**src/rtl/gfnpf_pkg.sv**
```systemverilog
// Shared widths, register indexes and reset values of the four-neighbour peak finder.
package gfnpf_pkg;

  localparam int ELEV_W     = 16;
  localparam int PEAK_ROW_W = 10;
  localparam int PEAK_COL_W = 5;

  localparam int ROW_CFG_W  = 11;
  localparam int COL_CFG_W  = 6;
  localparam int CFG_DATA_W = 11;
  localparam int CFG_IDX_W  = 1;

  localparam logic [CFG_IDX_W-1:0] CFG_ROW_COUNT = 1'd0;
  localparam logic [CFG_IDX_W-1:0] CFG_COL_COUNT = 1'd1;

  localparam logic [ROW_CFG_W-1:0] ROW_COUNT_RST = 11'd20;
  localparam logic [COL_CFG_W-1:0] COL_COUNT_RST = 6'd20;

endpackage

```
**src/rtl/gfnpf_line_mem.sv**
```systemverilog
// Two line stores (row being judged and the row above it) with registered reads.
module gfnpf_line_mem
  import gfnpf_pkg::*;
#(
  parameter int DEPTH = 32,
  parameter int AW    = 5
) (
  input  logic              clk,
  input  logic              rd_en,
  input  logic [AW-1:0]     rd_addr,
  input  logic              wr_en,
  input  logic [AW-1:0]     wr_addr,
  input  logic [ELEV_W-1:0] wr_prior,
  input  logic [ELEV_W-1:0] wr_older,
  output logic [ELEV_W-1:0] rd_prior,
  output logic [ELEV_W-1:0] rd_right,
  output logic [ELEV_W-1:0] rd_older
);

  logic [ELEV_W-1:0] prior_mem [DEPTH];
  logic [ELEV_W-1:0] older_mem [DEPTH];
  logic [ELEV_W-1:0] rd_prior_r;
  logic [ELEV_W-1:0] rd_right_r;
  logic [ELEV_W-1:0] rd_older_r;
  logic [AW-1:0]     rd_addr_right;

  // Right neighbour address; wraps past the end, where it is never used.
  assign rd_addr_right = rd_addr + AW'(1);

  always_ff @(posedge clk) begin
    if (wr_en) begin
      prior_mem[wr_addr] <= wr_prior;
      older_mem[wr_addr] <= wr_older;
    end
  end

  always_ff @(posedge clk) begin
    if (rd_en) begin
      rd_prior_r <= prior_mem[rd_addr];
      rd_right_r <= prior_mem[rd_addr_right];
      rd_older_r <= older_mem[rd_addr];
    end
  end

  assign rd_prior = rd_prior_r;
  assign rd_right = rd_right_r;
  assign rd_older = rd_older_r;

endmodule

```
**src/rtl/grid_four_neighbour_peak_finder.sv**
```systemverilog
// Four-neighbour peak finder: takes elevations of a row_count by col_count grid in raster
// order and returns, in row-major order, the row and column of every cell that is not
// smaller than any of its up, down, left and right neighbours inside the grid. A cell is
// judged when the cell below it arrives; after the last cell of the frame the last row is
// judged from the line stores and a frame_done beat closes the frame. Rate: one cell per
// cycle, set by the read-evaluate-write loop over the line store memories, while out_ready
// keeps the output free; with one or two columns a cell may wait because its store read
// must follow the write-back of the cell before it. No cell is taken during the last-row
// sweep and the frame_done beat that follow the last cell of a frame. A result is judged
// in the evaluate stage from the registered store reads, then held in the output register
// while out_ready is low. Writing either register restarts the frame at row 0, column 0;
// out-of-range counts clamp to 1..MAX_ROWS and 1..MAX_COLS.
module grid_four_neighbour_peak_finder
  import gfnpf_pkg::*;
#(
  parameter int MAX_COLS = 32,
  parameter int MAX_ROWS = 1024
) (
  input  logic                  clk,
  input  logic                  rst_n,
  // cell input
  input  logic                  in_valid,
  output logic                  in_ready,
  input  logic [ELEV_W-1:0]     in_elevation,
  // result output
  output logic                  out_valid,
  input  logic                  out_ready,
  output logic [PEAK_ROW_W-1:0] out_peak_row,
  output logic [PEAK_COL_W-1:0] out_peak_col,
  output logic                  out_frame_done,
  // configuration writes
  input  logic                  cfg_wr_en,
  input  logic [CFG_IDX_W-1:0]  cfg_wr_index,
  input  logic [CFG_DATA_W-1:0] cfg_wr_data
);

  localparam int COL_W  = (MAX_COLS > 1) ? $clog2(MAX_COLS) : 1;
  localparam int ROW_W  = (MAX_ROWS > 1) ? $clog2(MAX_ROWS) : 1;
  localparam int COLS_W = $clog2(MAX_COLS + 1);
  localparam int ROWS_W = $clog2(MAX_ROWS + 1);
  localparam int CC_W   = (COLS_W > COL_CFG_W) ? COLS_W : COL_CFG_W;
  localparam int RC_W   = (ROWS_W > ROW_CFG_W) ? ROWS_W : ROW_CFG_W;

  typedef enum logic [2:0] {
    ST_RUN   = 3'b001,  // take cells
    ST_FLUSH = 3'b010,  // sweep the last row
    ST_FIN   = 3'b100   // send frame_done
  } state_t;

  typedef enum logic [1:0] {
    OP_ITEM,
    OP_FLUSH,
    OP_DONE
  } op_kind_t;

  // configuration
  logic [ROW_CFG_W-1:0] row_count_r;
  logic [COL_CFG_W-1:0] col_count_r;
  logic [RC_W-1:0]      row_cfg_ext;
  logic [CC_W-1:0]      col_cfg_ext;
  logic [RC_W-1:0]      eff_rows;
  logic [CC_W-1:0]      eff_cols;

  // sequencing
  state_t               st_r, st_nxt;
  logic [ROW_W-1:0]     row_cnt_r, row_cnt_nxt;
  logic [COL_W-1:0]     col_cnt_r, col_cnt_nxt;
  logic                 last_col;
  logic                 last_row;
  logic                 has_right;
  logic                 hazard;
  logic                 in_accept;
  logic                 fl_issue;
  logic                 dn_issue;
  logic                 issue;

  // evaluate stage (memory read data arrives here)
  logic                 b_valid_r, b_valid_nxt;
  op_kind_t             b_kind_r;
  logic [ROW_W-1:0]     b_row_r;
  logic [COL_W-1:0]     b_col_r;
  logic [ELEV_W-1:0]    b_elev_r;
  logic                 b_right_r;
  logic [ELEV_W-1:0]    left_r;
  logic                 b_go;
  logic                 b_free;
  logic                 b_emit;
  logic                 left_ok;
  logic                 right_ok;
  logic [PEAK_ROW_W-1:0] res_row;
  logic [PEAK_COL_W-1:0] res_col;
  logic                 res_done;

  // memory side
  logic [ELEV_W-1:0]    mem_prior;
  logic [ELEV_W-1:0]    mem_right;
  logic [ELEV_W-1:0]    mem_older;
  logic                 mem_wr_en;

  // output register
  logic                 out_valid_r, out_valid_nxt;
  logic [PEAK_ROW_W-1:0] out_row_r;
  logic [PEAK_COL_W-1:0] out_col_r;
  logic                 out_done_r;
  logic                 out_free;

  // Clamp the configured counts into 1..MAX.
  assign row_cfg_ext = RC_W'(row_count_r);
  assign col_cfg_ext = CC_W'(col_count_r);
  assign eff_rows = (row_cfg_ext == '0) ? RC_W'(1) :
                    (row_cfg_ext > RC_W'(MAX_ROWS)) ? RC_W'(MAX_ROWS) : row_cfg_ext;
  assign eff_cols = (col_cfg_ext == '0) ? CC_W'(1) :
                    (col_cfg_ext > CC_W'(MAX_COLS)) ? CC_W'(MAX_COLS) : col_cfg_ext;

  assign last_col  = (CC_W'(col_cnt_r) == (eff_cols - CC_W'(1)));
  assign last_row  = (RC_W'(row_cnt_r) == (eff_rows - RC_W'(1)));
  assign has_right = (CC_W'(col_cnt_r) < (eff_cols - CC_W'(1)));

  // Interlock: a read of the entry (or its right neighbour) that the evaluate stage
  // is about to write back waits for that write-back. Only short rows hit this.
  assign hazard = b_valid_r && (b_kind_r == OP_ITEM) &&
                  ((b_col_r == col_cnt_r) || (b_col_r == (col_cnt_r + COL_W'(1))));

  assign out_free = !out_valid_r || out_ready;
  assign b_go     = b_valid_r && out_free;
  assign b_free   = !b_valid_r || b_go;

  assign in_ready  = (st_r == ST_RUN) && b_free && !hazard;
  assign in_accept = in_valid && in_ready;
  assign fl_issue  = (st_r == ST_FLUSH) && b_free && !hazard;
  assign dn_issue  = (st_r == ST_FIN) && b_free;
  assign issue     = in_accept || fl_issue || dn_issue;

  // Advance the row and column position and the frame state.
  always_comb begin
    st_nxt      = st_r;
    row_cnt_nxt = row_cnt_r;
    col_cnt_nxt = col_cnt_r;
    case (st_r)
      ST_RUN: begin
        if (in_accept) begin
          if (last_col) begin
            col_cnt_nxt = '0;
            // hold the row index of the last row for the sweep
            if (last_row) begin
              st_nxt = ST_FLUSH;
            end else begin
              row_cnt_nxt = row_cnt_r + ROW_W'(1);
            end
          end else begin
            col_cnt_nxt = col_cnt_r + COL_W'(1);
          end
        end
      end
      ST_FLUSH: begin
        if (fl_issue) begin
          if (last_col) begin
            col_cnt_nxt = '0;
            st_nxt      = ST_FIN;
          end else begin
            col_cnt_nxt = col_cnt_r + COL_W'(1);
          end
        end
      end
      ST_FIN: begin
        if (dn_issue) begin
          row_cnt_nxt = '0;
          col_cnt_nxt = '0;
          st_nxt      = ST_RUN;
        end
      end
      default: begin
        st_nxt = ST_RUN;
      end
    endcase
    // A register write starts a new frame.
    if (cfg_wr_en) begin
      row_cnt_nxt = '0;
      col_cnt_nxt = '0;
    end
  end

  always_ff @(posedge clk) begin
    if (!rst_n) begin
      st_r        <= ST_RUN;
      row_cnt_r   <= '0;
      col_cnt_r   <= '0;
      row_count_r <= ROW_COUNT_RST;
      col_count_r <= COL_COUNT_RST;
    end else begin
      st_r      <= st_nxt;
      row_cnt_r <= row_cnt_nxt;
      col_cnt_r <= col_cnt_nxt;
      if (cfg_wr_en) begin
        case (cfg_wr_index)
          CFG_ROW_COUNT: row_count_r <= cfg_wr_data[ROW_CFG_W-1:0];
          CFG_COL_COUNT: col_count_r <= cfg_wr_data[COL_CFG_W-1:0];
          default: ;
        endcase
      end
    end
  end

  gfnpf_line_mem #(
    .DEPTH (MAX_COLS),
    .AW    (COL_W)
  ) u_line_mem (
    .clk      (clk),
    .rd_en    (issue),
    .rd_addr  (col_cnt_r),
    .wr_en    (mem_wr_en),
    .wr_addr  (b_col_r),
    .wr_prior (b_elev_r),
    .wr_older (mem_prior),
    .rd_prior (mem_prior),
    .rd_right (mem_right),
    .rd_older (mem_older)
  );

  // Write back: the judged row moves to the older store, the new cell takes its place.
  assign mem_wr_en = b_go && (b_kind_r == OP_ITEM);

  // Evaluate stage: judge the cell read from the prior store against its neighbours.
  assign left_ok  = (b_col_r == '0) || (left_r <= mem_prior);
  assign right_ok = !b_right_r || (mem_right <= mem_prior);

  always_comb begin
    b_emit   = 1'b0;
    res_row  = '0;
    res_col  = '0;
    res_done = 1'b0;
    case (b_kind_r)
      OP_ITEM: begin
        // row 0 has nothing above to judge; up counts from row 2 on
        b_emit  = (b_row_r != '0) &&
                  ((b_row_r == ROW_W'(1)) || (mem_older <= mem_prior)) &&
                  left_ok && right_ok && (b_elev_r <= mem_prior);
        res_row = PEAK_ROW_W'(b_row_r - ROW_W'(1));
        res_col = PEAK_COL_W'(b_col_r);
      end
      OP_FLUSH: begin
        // last row: no down neighbour
        b_emit  = ((b_row_r == '0) || (mem_older <= mem_prior)) && left_ok && right_ok;
        res_row = PEAK_ROW_W'(b_row_r);
        res_col = PEAK_COL_W'(b_col_r);
      end
      OP_DONE: begin
        b_emit   = 1'b1;
        res_done = 1'b1;
      end
      default: begin
        b_emit = 1'b0;
      end
    endcase
  end

  always_comb begin
    b_valid_nxt = b_valid_r;
    if (issue) begin
      b_valid_nxt = 1'b1;
    end else if (b_go) begin
      b_valid_nxt = 1'b0;
    end
  end

  always_comb begin
    out_valid_nxt = out_valid_r;
    if (b_go && b_emit) begin
      out_valid_nxt = 1'b1;
    end else if (out_ready) begin
      out_valid_nxt = 1'b0;
    end
  end

  always_ff @(posedge clk) begin
    if (!rst_n) begin
      b_valid_r   <= 1'b0;
      out_valid_r <= 1'b0;
    end else begin
      b_valid_r   <= b_valid_nxt;
      out_valid_r <= out_valid_nxt;
    end
  end

  // Load the evaluate stage with the operation whose reads were just issued.
  always_ff @(posedge clk) begin
    if (issue) begin
      b_row_r   <= row_cnt_r;
      b_col_r   <= col_cnt_r;
      b_elev_r  <= in_elevation;
      b_right_r <= has_right;
      if (in_accept) begin
        b_kind_r <= OP_ITEM;
      end else if (fl_issue) begin
        b_kind_r <= OP_FLUSH;
      end else begin
        b_kind_r <= OP_DONE;
      end
    end
  end

  // Hold the judged cell as the left neighbour of the next one.
  always_ff @(posedge clk) begin
    if (b_go) begin
      left_r <= mem_prior;
    end
  end

  always_ff @(posedge clk) begin
    if (b_go && b_emit) begin
      out_row_r  <= res_row;
      out_col_r  <= res_col;
      out_done_r <= res_done;
    end
  end

  assign out_valid      = out_valid_r;
  assign out_peak_row   = out_row_r;
  assign out_peak_col   = out_col_r;
  assign out_frame_done = out_done_r;

endmodule

```
**config.mk**
```make
export PLATFORM = sky130hd
export DESIGN_NAME = grid_four_neighbour_peak_finder
export DESIGN_NICKNAME = d
export VERILOG_FILES = /design/src/rtl/gfnpf_pkg.sv /design/src/rtl/gfnpf_line_mem.sv /design/src/rtl/grid_four_neighbour_peak_finder.sv
export SDC_FILE = /design/constraint.sdc
export NUM_CORES = 1
export LEC_CHECK = 0
export BUFFER_PORTS_ARGS = -buffer_cell sky130_fd_sc_hd__buf_2
export CORE_MARGIN = 2
export CORE_UTILIZATION = 50
export DETAILED_ROUTE_END_ITERATION = 7
export GPL_TIMING_DRIVEN = 0
export MAX_ROUTING_LAYER = met4
export PLACE_DENSITY_LB_ADDON = 0.1
export SLEW_MARGIN = 20
export SYNTH_ARGS = -nofsm -noshare
export SYNTH_HDL_FRONTEND = slang
export SYNTH_SLANG_ARGS = --single-unit
```
**constraint.sdc**
```tcl
create_clock -name clk -period 13.5 [get_ports clk]
set_clock_uncertainty 0.05 [all_clocks]
set_input_delay 2.7 -clock clk [delete_from_list [all_inputs] [get_ports clk]]
set_output_delay 2.7 -clock clk [all_outputs]
set_load 0.01 [all_outputs]
```
-- Word level (Yosys, flattened, before mapping)
Memories as Yosys holds them, arrays and structs flattened. A register that Yosys moved wholly into a read port is not among the register bits.
Index checks and enable logic that the tools add are counted.
- bits in registers: 103
- bits in writable memories: 1024
- input port bits: 33
- output and inout port bits: 18
- word-level logic and storage cells: 127
- memories kept: 2
- $add $sub $neg: 5
- $lt $le $gt $ge: 7
- eq/ne operators: 17
- multiplexer cells: 31
- bitwise operators: 2
- reductions and logical operators: 47
- memory list (name ; depth ; bits a word ; rd ports ; clocked after memory_dff ; write ports ; line ; source):
    u_line_mem.older_mem ; 32 ; 16 ; 1 ; 1 ; 1 ; gfnpf_line_mem.sv:21 ; logic [ELEV_W-1:0] older_mem [DEPTH];
    u_line_mem.prior_mem ; 32 ; 16 ; 2 ; 2 ; 1 ; gfnpf_line_mem.sv:20 ; logic [ELEV_W-1:0] prior_mem [DEPTH];
- operator list (cell ; count):
    $le 16x16->1 ; 4
    $mux 10 ; 4
    $pmux 10 s2 ; 2
    $mux 11 ; 2
    $mux 5 ; 4
    $mux 3 ; 6
    $logic_and 1x1->1 ; 17
    $pmux 5 s3 ; 1
    $ne 2x2->1 const B ; 7
    $mux 6 ; 2
    $eq 10x11->1 ; 1
    $gt 11x11->1 const B ; 1
    $logic_not 11->1 ; 1
    $sub 11x1->11 const B ; 1
    $add 10x1->10 const B ; 1
    $eq 10x1->1 const B ; 1
    $eq 5x5->1 ; 2
    $logic_not 10->1 ; 1
    $reduce_bool 10->1 ; 1
    $sub 10x1->10 const B ; 1
    $logic_or 1x1->1 ; 9
    $pmux 3 s3 ; 1
    $mux 1 ; 7
    $eq 5x6->1 ; 1
    23 further kinds ; 31

-- Logic depth before layout (Yosys ltp)
Gate-level depths: netlist (run 1).
- depth after elaboration: 10
- mapped depth: 15
- gate-level depth less buffers: 14

-- By module
Synthesis (run 1) repeated with hierarchy kept, for this count alone.
- cell total of the unflattened synthesis: 2688
- area, all modules: 51752.1 µm²
- modules (own cells, without submodules) (module ; times used ; cells each ; area each (µm²) ; seq. area each (µm²)):
    gfnpf_line_mem ; 1 ; 2052 ; 45327.2 ; 32190.9
    grid_four_neighbour_peak_finder ; 1 ; 636 ; 6424.9 ; 2722.6

-- Least setup slack after synthesis (run 1)
Ideal clock, no wire load.
- kind: input-to-reg
- from: in out_ready
- to: reg col_cnt_r[2]
- setup time: 119 ps
- data arrival time: 8239 ps
- required time: 13331 ps
- slack: 5092 ps
- stages on the path: 6
- buffers on the path: 1
- path through: nor2b_1 > and2_1 > clkbuf_1 > a21oi_1 > o21ai_0 > a32o_1
- cells in the longest elaborated chain, start to end: 8
- elaborated cells between the ends (all ways): 13
- classes of those cells: eq/ne: 3; reduce/logical: 10
- RTL lines (what ; line ; source):
    start, declared ; grid_four_neighbour_peak_finder.sv:27 ; input logic out_ready,
    $logic_or 1x1->1 (*) ; grid_four_neighbour_peak_finder.sv:124 ; assign out_free = !out_valid_r || out_ready;
    $logic_and 1x1->1 (*) ; grid_four_neighbour_peak_finder.sv:125 ; assign b_go = b_valid_r && out_free;
    $logic_or 1x1->1 (*) ; grid_four_neighbour_peak_finder.sv:126 ; assign b_free = !b_valid_r || b_go;
    $logic_and 1x1->1 (2 in series) ; grid_four_neighbour_peak_finder.sv:128 ; assign in_ready = (st_r == ST_RUN) && b_free && !hazard;
    $logic_and 1x1->1 ; grid_four_neighbour_peak_finder.sv:129 ; assign in_accept = in_valid && in_ready;
    $ne 2x2->1 (no line) ; -- ;
    $reduce_and 4->1 (no line) (*) ; -- ;
    end signal, assigned ; grid_four_neighbour_peak_finder.sv:193 ; col_cnt_r <= col_cnt_nxt;
    end, declared ; grid_four_neighbour_peak_finder.sv:67 ; logic [COL_W-1:0] col_cnt_r, col_cnt_nxt;
Every way passes the cells marked *; elsewhere a longest branch is shown, timed or not.
A chain may end at the register's enable or synchronous reset.

-- Worst setup path after layout (run 1)
- from: in out_ready
- to: out in_ready
- cells in the longest elaborated chain, start to end: 5
- RTL lines (what ; line ; source):
    $logic_or 1x1->1 ; grid_four_neighbour_peak_finder.sv:124 ;
    $logic_and 1x1->1 ; grid_four_neighbour_peak_finder.sv:125 ;
    $logic_or 1x1->1 ; grid_four_neighbour_peak_finder.sv:126 ;
    $logic_and 1x1->1 (2 in series) ; grid_four_neighbour_peak_finder.sv:128 ;
    end, declared ; grid_four_neighbour_peak_finder.sv:23 ; output logic in_ready,
No other way between the ends.

==> results of run 1 <==
## flip-flops by register name, summed over array words and instances, names as in the netlist
name / cells
b_col_r: 5
b_elev_r: 16
b_kind_r: 2
b_right_r: 1
b_row_r: 10
b_valid_r: 1
col_cfg_ext: 6
col_cnt_r: 5
left_r: 16
out_frame_done: 1
out_peak_col: 5
out_peak_row: 10
out_valid: 1
row_cfg_ext: 11
row_cnt_r: 10
st_r: 3
u_line_mem.older_mem: 512
u_line_mem.prior_mem: 512
u_line_mem.rd_older: 16
u_line_mem.rd_prior: 16
u_line_mem.rd_right: 16
## cells by family after synthesis
family / after synthesis / share of synthesized area
flip-flops: 1175 / 0.691
multiplexers: 540 / 0.227
AND/OR/NAND/NOR: 274 / 0.0273
buffers and inverters: 167 / 0.0127
AO/OA/AOI/OAI: 137 / 0.0183
adder cells (fa/ha/maj): 75 / 0.0186
XOR/XNOR: 28 / 0.00530
## placed cells by master (no fill, tap or decap), types with 32 or more instances in the layout
| master | instances |
|---|---|
| mux4_2 | 480 |
| nor2_4 | 32 |
| buf_2 | 73 |
| clkbuf_1 | 109 |
| dfxtp_1 | 37 |
| buf_16 | 41 |
| nand2_1 | 61 |
| clkbuf_2 | 34 |
| clkbuf_16 | 120 |
| nor2_1 | 48 |
| mux2_2 | 48 |
| ha_1 | 75 |
| edfxtp_1 | 1138 |
## area by class of cell
type,instances,area (µm²)
plain buffers,138,602
repair buffers,140,2270
diodes,1,2.50
clock buffers,160,3200
clock inverters,63,505
fillers,7158,41700
multi-input cells,1054,15200
inverters,29,109
well taps,1298,1620
flip-flops and latches,1175,34900
## report_power, final
| part | internal (mW) | switching (mW) | leakage [nW] | total, mW |
|---|---|---|---|---|
| logic | 0.179 | 0.230 | 5.95 | 0.408 |
| clock network | 1.78 | 1.39 | 1.81 | 3.16 |
| registers | 4.03 | 0.0432 | 10.6 | 4.07 |
## critical path, cell delays in order
cell,delay [ns]
buf_2,0.10
nor2b_1,0.30
and2_1,0.18
clkbuf_1,0.27
nor2_1,0.12
nand2_1,0.11
nor2_1,0.06
buf_2,0.13
## through the flow
stage / cells / cell area [µm²]
after floorplan: 2396 / 50500
after global placement: 3743 / 52400
after detailed placement: 3815 / 54500
after CTS: 4038 / 58200
after global routing: 4058 / 58500
final: 4058 / 58500
## worst max-delay path by stage
stage | start | endpoint | slack (ns) | cells past startpoint
global placement | out_ready | col_cnt_r[4]$_SDFFE_PP0P_ | 1.44 | 7
global route | out_ready | in_ready | 6.65 | 8
floorplan | out_ready | col_cnt_r[2]$_SDFFE_PP0P_ | 5.09 | 6
CTS | out_ready | in_ready | 6.80 | 8
detailed placement | out_ready | in_ready | 6.81 | 8
finish | out_ready | in_ready | 6.77 | 8
## routing by layer
layer  wire length, µm  up-vias  GRT usage  share of wire
met5                 0        -          -              0
met2             69100     1611      0.451           0.47
li1                  -    10785          -              -
met4              5410        0     0.0948          0.037
met3             14400      292     0.0643          0.097
met1             59000    15024      0.413           0.40
==> summary.txt, run 1 <==
Critical path
  – Startpoint types: primary input
  – Crit path max fanout: 6
  – R2r setup slk: 8.59 ns
  – Worst r2r src: col_cnt_r[0]$_SDFFE_PP0P_
  – Crit path arrival time: 3.98 ns
  – Reg-to-reg endpoint: u_line_mem.rd_right[10]$_DFFE_PP_
  – Worst Path Required: 10.75 ns
  – CP endpoint kind: output port
  – Reg2reg path depth: 7
  – Crit Path Class: primary input to output port

STA
  – Worst Tran Pin Value: 1.24 ns
  – RSZ-0062 raised after global routing: no
  – Final hold viol count: 0
  – Worst Hold Margin: 0.384 ns
  – Max Clock Freq: 149 MHz
  – TNS Setup: 0 ns
  – Final setup violation count: 0
  – Slew Viols, Final: 0
  – Final Worst Setup Slack: 6.77 ns
  – Tcrit/Tclk final: 0.498
  – Final min period: 6.73 ns
  – Worst slew margin: 0.173

Routing
  – Antenna Violating Nets Remaining: 0
  – DR vias: 27712
  – DR pass1 iterations: 6
  – WL final: 148000 µm
  – DR vias/cell: 6.83
  – WL/cell: 36.5 µm
  – DRT iter0 DRCs: 3948
  – # DRC: 0

Yosys
  – YS warnings: 0
  – Asr flop ratio synth: 0
  – Most numerous cell in the Yosys netlist: edfxtp_1
  – Top cells by area, synth: edfxtp_1, mux4_2, ha_1
  – EDFF count, synth: 1138
  – Sequential fraction of the synthesis area: 0.691
  – Syn Area/Cell: 21.1 µm²
  – Synth Instances: 2396
  – Synth top cells by count: edfxtp_1, mux4_2, clkbuf_1
  – Synth area leader: edfxtp_1
  – Post-synthesis cell type count: 65
  – Yosys reg bits: 1175
  – Mapped cell area: 50500 µm²
  – Dominant register cell in the synthesized netlist: edfxtp_1
  – Syn nets: 2504
  – Top-area cell type share of the netlist area: 0.676

Clock network
  – Root Buffer: clkbuf_16
  – Clock buffer depth: 3
  – Number of hold buffers added after cts: 0
  – Sink Count: 1175
  – # Post-CTS Setup Buffers: 0
  – Post_cts resized: 0
  – Worst skew pair latency: 0.72 ns
  – # H-tree levels: 3
  – Num CTS Buffers: 119
  – CTS tree: done
  – Clk slew on worst S/H paths: 0.06 ns

Place
  – Routability Congestion: 0.927
  – Dpl hpwl: 103000 µm
  – IO buf count: 49
  – Pre-CTS setup slack: 6.81 ns

Die
  – Initial Util: 0.505
  – Die Y: 322 µm
  – Core Box Area: 100000 µm²
  – I/O pins: 51
  – Die extent in x: 322 µm
  – Row cnt: 116
  – Die area: 104000 µm²

Hold path
  – Hold Path Depth: 0
  – Hold Startpoint: row_cnt_r[3]$_SDFFE_PP0P_
  – Hold WC Path Type: register to register
  – WHS Endpoint: b_row_r[3]$_DFFE_PP_

GRT
  – Total global routing overflow: 0
  – Initial antenna violation count: 4
  – First-pass GRT wire length: 207000 µm
  – Total GRT Usage: 0.299
  – Pin count of the biggest net entering global routing: 35
  – Vias in the first global route: 27463

Pwr
  – Leakage: 18.4 nW
  – Total Power: 7.64 mW
  – P per Cell Area: 131 nW/µm²
  – Maximum vdd drop: 0.115 mV

Job
  – Max cap viols: 0

Cells and area
  – Layout cells sized above 1: 0.343
  – NumNets Final: 2765
  – P&R area growth vs syn: 15.7%
  – Core Util, Final: 0.584

Status
  – Status: finished clean
No activity file was read; power rests on OpenSTA's default activity.
==> inputs of run 2 (changes only) <==
==> constraint.sdc (replaced) <==
create_clock -name clk -period 6.15 [get_ports clk]
set_clock_uncertainty 0.05 [all_clocks]
set_input_delay 1.23 -clock clk [delete_from_list [all_inputs] [get_ports clk]]
set_output_delay 1.23 -clock clk [all_outputs]
set_load 0.01 [all_outputs]
==> run 2 against run 1 <==
Against the previous run: utilization grew 0.24 points; combinational power grew 120%; die area unchanged; first-iteration DRC count about the same; non-clock buffer count rose by 3; critical path type is now register to register; power grew 120%; final cell count hardly changed; sequential share of layout area decreased by 0.24 points; largest power group unchanged; critical endpoint is now u_line_mem.rd_right[10]$_DFFE_PP_; register-to-register slack worse by 7.3 ns; count of clock-buffer cells in the layout is 18 lower.
==> summary.txt, run 2 (synthesized netlist as in run 1, its figures left out) <==
Status
  – Status: finished clean

STA
  – Tcrit/Tclk final: 0.797
  – RSZ-0062 raised after global routing: no
  – Final min period: 4.90 ns
  – Worst Hold Margin: 0.388 ns (+0.00302 ns)
  – Slew Viols, Final: 0 (unchanged)
  – Final setup violation count: 0 (unchanged)
  – Final hold viol count: 0 (unchanged)
  – Worst Tran Pin Value: 1.22 ns (-0.0151 ns)
  – Worst slew margin: 0.186 (+0.0128)
  – Max Clock Freq: 204 MHz

Routing
  – DR top layer: met4
  – WL/cell: 36.5 µm (about the same)
  – Metal2 WL: 69500 µm (+0.51%)
  – # DRC: 0 (unchanged)
  – DR vias: 27525 (-0.67%)
  – Detailed-routing wirelength on met1: 58800 µm (-0.36%)
  – Met3 wire length: 14800 µm (+2.5%)
  – DRT iter0 DRCs: 3945 (-0.076%)
  – Antenna Violating Nets Remaining: 0 (unchanged)
  – DR vias/cell: 6.78 (-0.77%)
  – WL final: 148000 µm (+0.14%)
  – DR pass1 iterations: 6 (unchanged)

Critical path
  – Reg2reg path depth: 7 (unchanged)
  – Crit path max fanout: 10 (+4)
  – Crit path arrival time: 5.30 ns (+1.32 ns)
  – Reg-to-reg endpoint: u_line_mem.rd_right[10]$_DFFE_PP_
  – Startpoint types: register
  – Crit Path Class: register to register
  – CP endpoint kind: register
  – R2r setup slk: 1.25 ns (-7.34 ns)
  – Worst r2r src: col_cnt_r[0]$_SDFFE_PP0P_
  – Worst Path Required: 6.55 ns (-4.20 ns)

GRT
  – Pin count of the biggest net entering global routing: 35 (unchanged)
  – Total global routing overflow: 0 (unchanged)
  – Total GRT Usage: 0.300 (+0.000490)
  – Initial antenna violation count: 4 (unchanged)
  – First-pass GRT wire length: 207000 µm (-0.10%)
  – Vias in the first global route: 27258 (-0.75%)

Place
  – IO buf count: 49 (unchanged)
  – Dpl cell area: 54500 µm² (about the same)
  – Routability Congestion: 0.905 (-2.3%)
  – Dpl hpwl: 103000 µm (-0.39%)

Hold path
  – Hold WC Path Type: register to register
  – Hold Path Depth: 0 (unchanged)
  – Hold Startpoint: row_cnt_r[3]$_SDFFE_PP0P_
  – WHS Endpoint: b_row_r[3]$_DFFE_PP_

Pwr
  – Total Power: 17.0 mW (+120%)
  – Leakage: 18.5 nW (+0.52%)
  – Maximum vdd drop: 0.221 mV (+92%)
  – P per Cell Area: 290 nW/µm² (+120%)

Cells and area
  – Most frequent cells in the layout: edfxtp_1, mux4_2, clkbuf_16
  – NumNets Final: 2769 (+0.14%)
  – P&R area growth vs syn: 16.2%
  – Layout cells sized above 1: 0.347 (+0.00459)
  – Post-route design area: 58700 µm² (+0.41%)
  – Core Util, Final: 0.586 (+0.00239)
  – Largest regs: u_line_mem.older_mem (512), u_line_mem.prior_mem (512)
  – Most common cell after layout, fill and taps aside: edfxtp_1

Clock network
  – Clock buffer depth: 3 (unchanged)
  – Number of hold buffers added after cts: 0 (unchanged)
  – Post_cts resized: 0 (unchanged)
  – # H-tree levels: 3 (unchanged)
  – Clk slew on worst S/H paths: 0.06 ns (about the same)
  – Root Buffer: clkbuf_16
  – Num CTS Buffers: 120 (+0.84%)
  – Worst skew pair latency: 0.71 ns (about the same)
  – CTS tree: done
  – Sink Count: 1175 (unchanged)
  – # Post-CTS Setup Buffers: 0 (unchanged)

Die
  – Core Box Area: 100000 µm² (unchanged)
  – Row cnt: 116 (unchanged)
  – Initial Util: 0.505 (unchanged)
  – Die area: 104000 µm² (unchanged)
  – Die extent in x: 322 µm (unchanged)
  – I/O pins: 51 (unchanged)
  – Die Y: 322 µm (unchanged)

Job
  – Max cap viols: 0 (unchanged)
## run 2: through the flow
stage	setup WS [ns]	setup TNS, ns	instances
floorplan	1.33	0	2396
global placement	-1.23	-1067.45	3743
detailed placement	0.931	0	3815
CTS	1.18	0	4036
global route	1.14	0	4060
finish	1.25	0	4062
## run 2: worst max-delay path by stage
stage                                             endpoint  cells past startpoint                        startpoint  slack [ns]
floorplan                        col_cnt_r[2]$_SDFFE_PP0P_                      6                         out_ready        1.33
global placement      u_line_mem.prior_mem[4][5]$_DFFE_PP_                      8                         out_ready       -1.23
detailed placement  u_line_mem.older_mem[10][11]$_DFFE_PP_                      8                         out_ready        0.93
CTS                              out_peak_row[4]$_DFFE_PP_                     10  u_line_mem.rd_prior[9]$_DFFE_PP_        1.18
global route                     row_cnt_r[4]$_SDFFE_PP0P_                     12         col_cnt_r[0]$_SDFFE_PP0P_        1.14
finish                   u_line_mem.rd_right[10]$_DFFE_PP_                      7         col_cnt_r[0]$_SDFFE_PP0P_        1.25
## run 2: cell type report
cell class	count	area (µm²)
fillers	7146	41400
flip-flops and latches	1175	34900
multi-input cells	1054	15200
clock buffers	142	3090
repair buffers	143	2350
well taps	1298	1620
clock inverters	79	772
plain buffers	138	599
inverters	29	109
diodes	4	10.0
## run 2: layer usage
metal,up-vias,track usage
met1,14860,0.415
met2,1610,0.447
met5,-,-
li1,10784,-
met4,0,0.0967
met3,271,0.0672
## run 2: power by group
part           switching (mW)  internal, mW
clock network            3.05          4.15
registers              0.0917          8.84
logic                   0.508         0.397
## run 2: critical path, cell delays in order (launching register included)
cell	delay [ns]
dfxtp_1	0.43
buf_2	0.38
clkbuf_1	0.91
buf_1	0.70
clkbuf_1	0.85
mux4_2	0.43
mux4_2	0.55
mux2_2	0.32
